[src/hdl/smpt_pkg.sv]
`default_nettype none

package smpt_pkg;

    localparam int COORD_BITS_DEF = 16;
    localparam int CFG_IDX_BITS   = 3;

    typedef enum logic [CFG_IDX_BITS-1:0] {
        REG_MASK_ENABLE   = 3'd0,
        REG_SHAPE_KIND    = 3'd1,
        REG_OFFSET_X      = 3'd2,
        REG_OFFSET_Y      = 3'd3,
        REG_SIZE_W        = 3'd4,
        REG_SIZE_H        = 3'd5,
        REG_CORNER_RADIUS = 3'd6,
        REG_INVERT_MASK   = 3'd7
    } cfg_reg_t;

    typedef enum logic [1:0] {
        SHAPE_RECT    = 2'd0,
        SHAPE_RRECT   = 2'd1,
        SHAPE_CIRCLE  = 2'd2,
        SHAPE_UNKNOWN = 2'd3
    } shape_t;

    // per-item control carried from the geometry stage to the distance stage
    typedef struct packed {
        logic valid;
        logic en;
        logic need_sq;
        logic pre;
        logic inv;
    } geom_flags_t;

endpackage

`default_nettype wire

[src/hdl/smpt_geom.sv]
`default_nettype none

module smpt_geom
    import smpt_pkg::*;
#(
    parameter int COORD_BITS = COORD_BITS_DEF
)
(
    input  wire logic                         clk,
    input  wire logic                         rst_n,
    input  wire logic                         in_vld,
    input  wire logic signed [COORD_BITS-1:0] point_x,
    input  wire logic signed [COORD_BITS-1:0] point_y,
    input  wire logic                         mask_enable,
    input  wire shape_t                       shape_kind,
    input  wire logic signed [COORD_BITS-1:0] offset_x,
    input  wire logic signed [COORD_BITS-1:0] offset_y,
    input  wire logic [COORD_BITS-1:0]        size_w,
    input  wire logic [COORD_BITS-1:0]        size_h,
    input  wire logic [COORD_BITS-2:0]        corner_radius,
    input  wire logic                         invert_mask,
    output logic [COORD_BITS:0]               a_out,
    output logic [COORD_BITS:0]               b_out,
    output logic [COORD_BITS-1:0]             r_out,
    output geom_flags_t                       flags
);

    localparam int C = COORD_BITS;

    logic          in_vld_reg;
    logic [C-1:0]  px_reg;
    logic [C-1:0]  py_reg;

    logic [C:0]    dx;
    logic [C:0]    dy;
    logic [C:0]    dx_neg;
    logic [C:0]    dy_neg;
    logic [C-1:0]  mag_x;
    logic [C-1:0]  mag_y;
    logic [C:0]    ax;
    logic [C:0]    ay;
    logic [C:0]    hw;
    logic [C:0]    hh;
    logic [C-1:0]  r2;
    logic [C-1:0]  rc_w;
    logic [C-1:0]  rc;
    logic [C-1:0]  iw;
    logic [C-1:0]  ih;
    logic          in_box;
    logic          in_core;

    logic [C:0]    a_next;
    logic [C:0]    b_next;
    logic [C-1:0]  r_next;
    geom_flags_t   flags_next;

    logic [C:0]    a_reg;
    logic [C:0]    b_reg;
    logic [C-1:0]  r_reg;
    geom_flags_t   flags_reg;

    // input register
    always_ff @(posedge clk or negedge rst_n)
    begin
        if (!rst_n)
        begin
            in_vld_reg <= 1'b0;
        end
        else
        begin
            in_vld_reg <= in_vld;
        end
    end

    always_ff @(posedge clk)
    begin
        if (in_vld)
        begin
            px_reg <= point_x;
            py_reg <= point_y;
        end
    end

    // doubled-unit distance from the mask center
    always_comb
    begin
        dx      = {px_reg[C-1], px_reg} - {offset_x[C-1], offset_x};
        dy      = {py_reg[C-1], py_reg} - {offset_y[C-1], offset_y};
        dx_neg  = ~dx + 1'b1;
        dy_neg  = ~dy + 1'b1;
        mag_x   = dx[C] ? dx_neg[C-1:0] : dx[C-1:0];
        mag_y   = dy[C] ? dy_neg[C-1:0] : dy[C-1:0];
        ax      = {mag_x, 1'b0};
        ay      = {mag_y, 1'b0};
        hw      = {1'b0, size_w};
        hh      = {1'b0, size_h};
        r2      = {corner_radius, 1'b0};
        rc_w    = (r2 < size_w) ? r2 : size_w;
        rc      = (rc_w < size_h) ? rc_w : size_h;
        iw      = size_w - rc;
        ih      = size_h - rc;
        in_box  = (ax <= hw) && (ay <= hh);
        in_core = (ax <= {1'b0, iw}) || (ay <= {1'b0, ih});

        a_next             = ax;
        b_next             = ay;
        r_next             = r2;
        flags_next.valid   = in_vld_reg;
        flags_next.en      = mask_enable;
        flags_next.need_sq = 1'b0;
        flags_next.pre     = 1'b1;
        flags_next.inv     = mask_enable & invert_mask;

        case (shape_kind)
            SHAPE_RECT:
            begin
                flags_next.pre = in_box;
            end
            SHAPE_RRECT:
            begin
                a_next = ax - {1'b0, iw};
                b_next = ay - {1'b0, ih};
                r_next = rc;
                if (!in_box)
                begin
                    flags_next.pre = 1'b0;
                end
                else if (!in_core)
                begin
                    flags_next.need_sq = 1'b1;
                end
            end
            SHAPE_CIRCLE:
            begin
                flags_next.need_sq = 1'b1;
            end
            default:
            begin
                flags_next.pre = 1'b1;
            end
        endcase

        // disabled mask covers everything
        if (!mask_enable)
        begin
            flags_next.need_sq = 1'b0;
            flags_next.pre     = 1'b1;
        end
    end

    always_ff @(posedge clk or negedge rst_n)
    begin
        if (!rst_n)
        begin
            flags_reg <= '0;
        end
        else
        begin
            flags_reg <= flags_next;
        end
    end

    always_ff @(posedge clk)
    begin
        a_reg <= a_next;
        b_reg <= b_next;
        r_reg <= r_next;
    end

    assign a_out = a_reg;
    assign b_out = b_reg;
    assign r_out = r_reg;
    assign flags = flags_reg;

endmodule

`default_nettype wire

[config.mk]
export PLATFORM = sky130hd
export DESIGN_NAME = smpt_geom
export DESIGN_NICKNAME = d
export VERILOG_FILES = /design/src/hdl/smpt_pkg.sv /design/src/hdl/smpt_geom.sv
export SDC_FILE = /design/constraint.sdc
export NUM_CORES = 1
export LEC_CHECK = 0
export ABC_AREA = 1
export BUFFER_PORTS_ARGS = -buffer_cell sky130_fd_sc_hd__buf_2
export CAP_MARGIN = 0
export CORE_MARGIN = 2
export CORE_UTILIZATION = 25
export DETAILED_ROUTE_END_ITERATION = 10
export PLACE_DENSITY = 0.39
export SETUP_SLACK_MARGIN = 0.15
export SLEW_MARGIN = 30
export SYNTH_ARGS = -nofsm -noshare
export SYNTH_HDL_FRONTEND = slang
export SYNTH_SLANG_ARGS = --single-unit
[constraint.sdc]
create_clock -name clk -period 9.9 [get_ports clk]
set_input_delay 0.99 -clock clk [delete_from_list [all_inputs] [get_ports clk]]
set_output_delay 0.99 -clock clk [all_outputs]
set_load 0.005 [all_outputs]
# Word level (Yosys, flattened, before mapping)
# Cells that the tools add are included.
# totals
out_inout_bits,55
in_bits,118
ff_bits,88
word_cells,49
# op_classes
n_bitwise,3
addsub,8
muxes,13
eq_ne,2
reduce_logical,3
magnitude_cmp,6
# op_table
op,n
two-way mux 16 bit,5
<= comparator 17 x 16 -> 1 bit,4
two-way mux 17 bit,2
subtractor 16 x 16 -> 17 bit,2
subtractor 17 x 16 -> 17 bit,2
adder 16 x 1 -> 16 bit (second input constant),2
less-than comparator 16 bit,2
NOT 16 bit,2
subtractor 16 bit,2
one-hot mux 1 bit (2 select lines),2
two-way mux 1 bit,3
== test 2 x 1 -> 1 bit (second input constant),1
== test 2 bit (second input constant),1
zero test 2 bit,1
two-way mux 2 bit,1
bitwise AND 1 bit,1
logical AND 1 bit,1
logical OR 1 bit,1

# Longest topological paths before layout
# Gate-level depths: netlist of run 1.
# logic_depth
depth_word,11
ltp_mapped,50
mapped_depth_nobuf,45

# Worst setup path after synthesis of run 1
# No wires, ideal clock.
# synth_timing
path_kind,input-to-reg
from,input size_w[11]
to,"register a_reg[16], in the netlist a_out[16]"
cell_stages,39
path_buffers,6
setup_time_ns,0.127
setup_slack_ns,2.587
required_ns,9.773
t_arrival_ns,7.186
cell_sequence,inv_1 ha_1 nand2_1 inv_1 nand2_1 a21oi_1 nor2_1 nand2_2 buf_2 buf_1 clkbuf_1 a21oi_1 ha_1 nand4_1 nor3_1 nand2_4 nand2_2 buf_6 [3 not listed] o21ai_0 ha_1 inv_1 nor2_1 o21ai_1 nand2_1 xor2_1 ha_1 a21oi_1 inv_1 nor2_1 inv_1 a21oi_1 nor3_1 a2111oi_0 o21ai_0 a221oi_1 xnor2_1
# synth_between
elab_chain_cells,7
# synth_rtl
item,line_no,source
"start, declared",smpt_geom.sv:18,"input wire logic [COORD_BITS-1:0] size_w,"
less-than comparator 16 bit,smpt_geom.sv:98,rc_w = (r2 < size_w) ? r2 : size_w;
two-way mux 16 bit,smpt_geom.sv:98,
less-than comparator 16 bit,smpt_geom.sv:99,rc = (rc_w < size_h) ? rc_w : size_h;
two-way mux 16 bit,smpt_geom.sv:99,
subtractor 16 bit *,smpt_geom.sv:100,iw = size_w - rc;
subtractor 17 x 16 -> 17 bit *,smpt_geom.sv:121,"a_next = ax - {1'b0, iw};"
two-way mux 17 bit *,smpt_geom.sv:114,case (shape_kind)
via a_next[16],smpt_geom.sv:52,logic [C:0] a_next;
"end signal, assigned",smpt_geom.sv:165,a_reg <= a_next;
"end, declared",smpt_geom.sv:57,logic [C:0] a_reg;
# Mark *: on every way through the listed nets, which the timed path passes. The rest lies on a longest branch.
# A chain may end at the register's enable or synchronous reset.

# Worst setup path in the final report of run 1
# Ends and elaborated chain as after synthesis.

==> results of run 1 <==
layer usage:
metal | up-vias | share of wire, % | GRT usage [%]
li1 | 5060 | - | -
met1 | 4279 | 50 | 24.3
met2 | 199 | 43 | 27.0
met3 | 26 | 5.2 | 3.32
met4 | 0 | 1.8 | 5.03
met5 | - | 0 | 0
report_power, final:
group	leakage (nW)	total [mW]	internal (mW)	switching [mW]
registers	0.806	0.490	0.465	0.0250
logic	5.11	1.91	0.696	1.21
clock network	0.149	0.374	0.196	0.178
area by class of cell:
type	instances	area, sq um	share of cell area (%)
clock buffers	12	268	2.32
flip-flops and latches	88	2110	18.3
inverters	215	807	6.99
repair buffers	174	876	7.58
well taps	518	648	5.61
clock inverters	4	32.5	0.282
multi-input cells	1104	6810	58.9
logic make-up after synthesis:
kind of cell	share of synthesized area (%)
AND/OR/NAND/NOR	26.1
adder cells (fa/ha/maj)	20.2
flip-flops	21.5
XOR/XNOR	8.29
AO/OA/AOI/OAI	14.7
buffers and inverters	9.20
Yosys cell counts (all sizes together) (2+ instances only):
cell | number | area [sq um]
edfxtp | 32 | 961
buf | 10 | 58.8
nand4 | 26 | 163
o311ai | 2 | 17.5
o22ai | 2 | 12.5
o31ai | 3 | 22.5
fa | 6 | 120
nand2 | 341 | 1320
a21o | 4 | 30.0
dfxtp | 50 | 1000
xor2 | 67 | 587
a21oi | 112 | 564
nand3 | 84 | 465
inv | 215 | 807
o21ai | 105 | 529
ha | 149 | 1860
o21bai | 10 | 75.1
o211ai | 2 | 15.0
nor4 | 2 | 12.5
nor2 | 110 | 418
xnor2 | 26 | 228
dfrtp | 6 | 150
clkbuf | 10 | 37.5
a21boi | 3 | 37.5
nand3b | 9 | 67.6
nor3 | 21 | 105
a31oi | 2 | 12.5
a211oi | 11 | 82.6
worst max-delay path: cells and delay by family:
kind | cells | cell delay (ns)
adder cells (fa/ha/maj) | 4 | 1.38
buffers and inverters | 6 | 0.53
XOR/XNOR | 2 | 0.34
AND/OR/NAND/NOR | 13 | 1.75
AO/OA/AOI/OAI | 10 | 3.60
final timing paths:
kind	start	end
min in group asynchronous	rst_n	flags[3]$_DFF_PN0_
hold / removal	in_vld_reg$_DFF_PN0_	flags[4]$_DFF_PN0_
setup / recovery	size_w[11]	a_out[16]$_DFF_P_
hold reg to reg	in_vld_reg$_DFF_PN0_	flags[4]$_DFF_PN0_
setup reg to reg	px_reg[0]$_DFFE_PP_	a_out[13]$_DFF_P_
max in group asynchronous	rst_n	flags[2]$_DFF_PN0_
==> flow_metrics.tcl, run 1 <==
set metrics [dict create \
    coreArea_sq_um 38700 \
    path_class "input port to register" \
    cp_max_fo 32 \
    slowest_delay_ns 0.87 \
    final_nets 1865 \
    whs_ns 0.355 \
    layout_common_cells "nand2_1 (328), inv_1 (213), buf_2 (172)" \
    cts_htree_levels 3 \
    overflow 0 \
    grt_pass1_wl_um 54300 \
    insertion_delay_ns 0.38 \
    p_total_mw 2.77 \
    setup_slack_ns 1.55 \
    p_per_area_nw_per_um2 240 \
    synth_top_flop_cell "dfxtp_1" \
    ys_ff_latch 88 \
    setup_violations 0 \
    die_w_um 202 \
    dpl-instance-area_sq_um 11200 \
    yosysSeqAreaShare_pct 21.5 \
    crit_slowest_cell "o21ai_0" \
    wl_per_cell_um 16.6 \
    hpwl_um 30100 \
    fin_tns_setup_ns 0 \
    rsz0062_at_grt "false" \
    insertedDiodeCount 0 \
    num_rows 72 \
    routed_via_density 4.52 \
    period_share_pct 84.4 \
    numCtsBuffers 9 \
    startpoint_type "input port" \
    dpl.cell_count 2099 \
    clock_skew_ns 0.0105 \
    hold_viol 0 \
    outcome "finished, final reports clean" \
    finalInstanceArea_sq_um 11600 \
    dp_slack_ns 1.15 \
    final_core_util_pct 29.8 \
    tightest_slew_ns 0.936 \
    cts_hold_buf 0 \
    synth.distinct_cells 47 \
    fin_cells 2115 \
    track_usage_pct 17.4 \
    worstHoldPathCells 0 \
    cts_sinks 88 \
    end_kind "register" \
    min_path_type "register to register" \
    cts_max_path_buffers 2 \
    drc 0 \
    irDropWorstVdd_mv 0.0901 \
    grt_start_max_net_pins 70 \
    cts_root_buffer "clkbuf_16" \
    crit_top_cell "inv_1" \
    syn_avg_cell_area_sq_um 6.88 \
    max_freq_ghz 0.120 \
    post_cts_buffers 0 \
    yosysWarnings 0 \
    cts_resized 0 \
    cp.required_ns 10.16 \
    arrival_ns 8.62 \
    wirelength_um 35100 \
    drv_cap 0 \
    clk_pin_slew_ns 0.08 \
    synth_edf_count 32 \
    drive_above_1_share_pct 13.9 \
    start_util_pct 25.4 \
    maxSlewHeadroom_pct 37.0 \
    fill_cells 4380 \
    r2r_slack_ns 4.36 \
    synth-async-reset-ratio_pct 6.82 \
    grt_pass1_vias 9605 \
    grt_antenna_before_repair 0 \
    cts_tree "done" \
    io_buffer_count 172 \
    die_area_sq_um 40900 \
    syn_inst 1427 \
    area_growth_pct 17.6 \
    drv_slew 0 \
    layout_commonest_cell "nand2_1" \
    syn_nets 1700 \
    io_pins 173 \
    reg2reg_depth 34 \
    die_h_um 202 \
    synth_area_sq_um 9820 \
    vias 9564 \
    ant_nets 0 \
    min_period_ns 8.35 \
    place.gp.congestion 0.889 \
    first_pass_iters 5 \
    first_iter_violations 494 \
    leakage_nw 6.06 \
]
Power figures use the tool's default switching activity.
==> inputs of run 2 (changes only) <==
clock period = 8.19 ns   (was 9.9 ns; I/O delays follow)
==> run 2 against run 1 <==
Sequential share of layout area is 0.26 points lower. Die area unchanged. Flip-flop and latch count unchanged. Worst setup slack worse by 0.65 ns. Cell count increased by 0.85%. Register-to-register slack got worse by 1.7 ns. Power up 23%.
==> flow_metrics.tcl, run 2 (same netlist as run 1, synthesis figures left out) <==
set metrics [dict create \
    p_per_area_nw_per_um2 291 \
    die_w_um 202 \
    max_freq_ghz 0.137 \
    final_nets 1883 \
    min_path_type "input port to async pin" \
    cp.required_ns 8.41 \
    wl_per_cell_um 16.4 \
    drive_above_1_share_pct 14.9 \
    ant_nets 0 \
    drv_slew 0 \
    irDropWorstVdd_mv 0.110 \
    grt_pass1_vias 9754 \
    wirelength_um 35000 \
    start_util_pct 25.4 \
    crit_top_cell "nor2_1" \
    io_buffer_count 172 \
    drv_cap 0 \
    outcome "finished, final reports clean" \
    io_pins 173 \
    setup_violations 0 \
    reg2reg_to "flags[2]$_DFF_PN0_" \
    startpoint_type "input port" \
    post_cts_buffers 0 \
    insertion_delay_ns 0.39 \
    cts_max_path_buffers 2 \
    min_period_ns 7.29 \
    r2r_slack_ns 2.63 \
    die_h_um 202 \
    r2r_start "px_reg[0]$_DFFE_PP_" \
    grt_pass1_wl_um 54400 \
    end_kind "register" \
    slowest_delay_ns 0.44 \
    tightest_slew_ns 0.815 \
    coreArea_sq_um 38700 \
    grt_antenna_before_repair 0 \
    leakage_nw 6.16 \
    hold_viol 0 \
    num_rows 72 \
    routed_via_density 4.52 \
    maxSlewHeadroom_pct 45.1 \
    grt_start_max_net_pins 70 \
    layout_common_cells "nand2_1 (328), inv_1 (213), buf_2 (172)" \
    period_share_pct 89.1 \
    reg2reg_depth 33 \
    first_iter_violations 484 \
    clock_skew_ns 0.0115 \
    die_area_sq_um 40900 \
    path_class "input port to register" \
    cts_root_buffer "clkbuf_16" \
    vias 9645 \
    cp-endpoint "b_out[13]$_DFF_P_" \
    hpwl_um 30300 \
    cts_hold_buf 0 \
    drc 0 \
    final_core_util_pct 30.3 \
    cp_max_fo 31 \
    clk_pin_slew_ns 0.08 \
    cts_tree "done" \
    track_usage_pct 17.4 \
    overflow 0 \
    cts_resized 0 \
    fin_tns_setup_ns 0 \
    insertedDiodeCount 0 \
    area_growth_pct 19.3 \
    arrival_ns 7.51 \
    cts_sinks 88 \
    cts_htree_levels 3 \
    first_pass_iters 5 \
    crit_slowest_cell "nand2_2" \
    cp-startpoint "size_w[5]" \
    place.gp.congestion 0.835 \
    layout_commonest_cell "nand2_1" \
    rsz0062_at_grt "false" \
    numCtsBuffers 9 \
]
-- run 2: critical path: cells and delay by family --
kind	cells	cell delay, ns
simple gates	21	2.91
fa+ha+maj	5	1.45
compound gates	8	1.24
buf+inv	5	0.71
xor+xnor	2	0.37
-- run 2: how the worst min path moves through the flow --
| stage | endpoint | slack (ns) | from |
|---|---|---|---|
| 5_1_grt | flags[0]$_DFF_PN0_ | 0.23 | rst_n |
| 2_1_floorplan | flags[4]$_DFF_PN0_ | 0.33 | in_vld_reg$_DFF_PN0_ |
| 4_1_cts | flags[0]$_DFF_PN0_ | 0.22 | rst_n |
| 3_3_place_gp | flags[4]$_DFF_PN0_ | 0.33 | in_vld_reg$_DFF_PN0_ |
| 6_report | flags[0]$_DFF_PN0_ | 0.25 | rst_n |
| 3_5_place_dp | flags[4]$_DFF_PN0_ | 0.34 | in_vld_reg$_DFF_PN0_ |
-- run 2: area by class of cell --
cell class,instances,area [sq um]
Clock buffer,9,225
Clock inverter,7,101
Fill cell,4358,27000
Inverter,215,807
Multi-Input combinational cell,1104,6820
Sequential cell,88,2110
Tap cell,518,648
Timing Repair Buffer,192,1010
-- run 2: metrics by stage --
step	cell area, sq um	total power, mW	setup slack, ns	instances	hold slack [ns]
3_5_place_dp	11400	2.93	0.390	2117	0.342
2_1_floorplan	9820	2.22	1.05	1427	0.331
5_1_grt	11700	3.80	0.144	2133	0.232
4_1_cts	11700	3.45	0.741	2133	0.223
3_3_place_gp	11400	2.95	0.415	2117	0.334
6_report	11700	3.41	0.897	2133	0.251
-- run 2: where the power goes --
part           internal [mW]  switching, mW  leakage, nW
Sequential             0.562         0.0296        0.806
Clock                  0.271          0.212        0.160
Combinational          0.868           1.47         5.20
Total                   1.70           1.71         6.16
-- run 2: routing by layer --
metal	track usage, %	routed length (um)	part of all wire, %
met2	27.3	15100	43
met3	3.81	1800	5.1
met4	5.14	729	2.1
met5	0	0	0
met1	24.0	17400	50
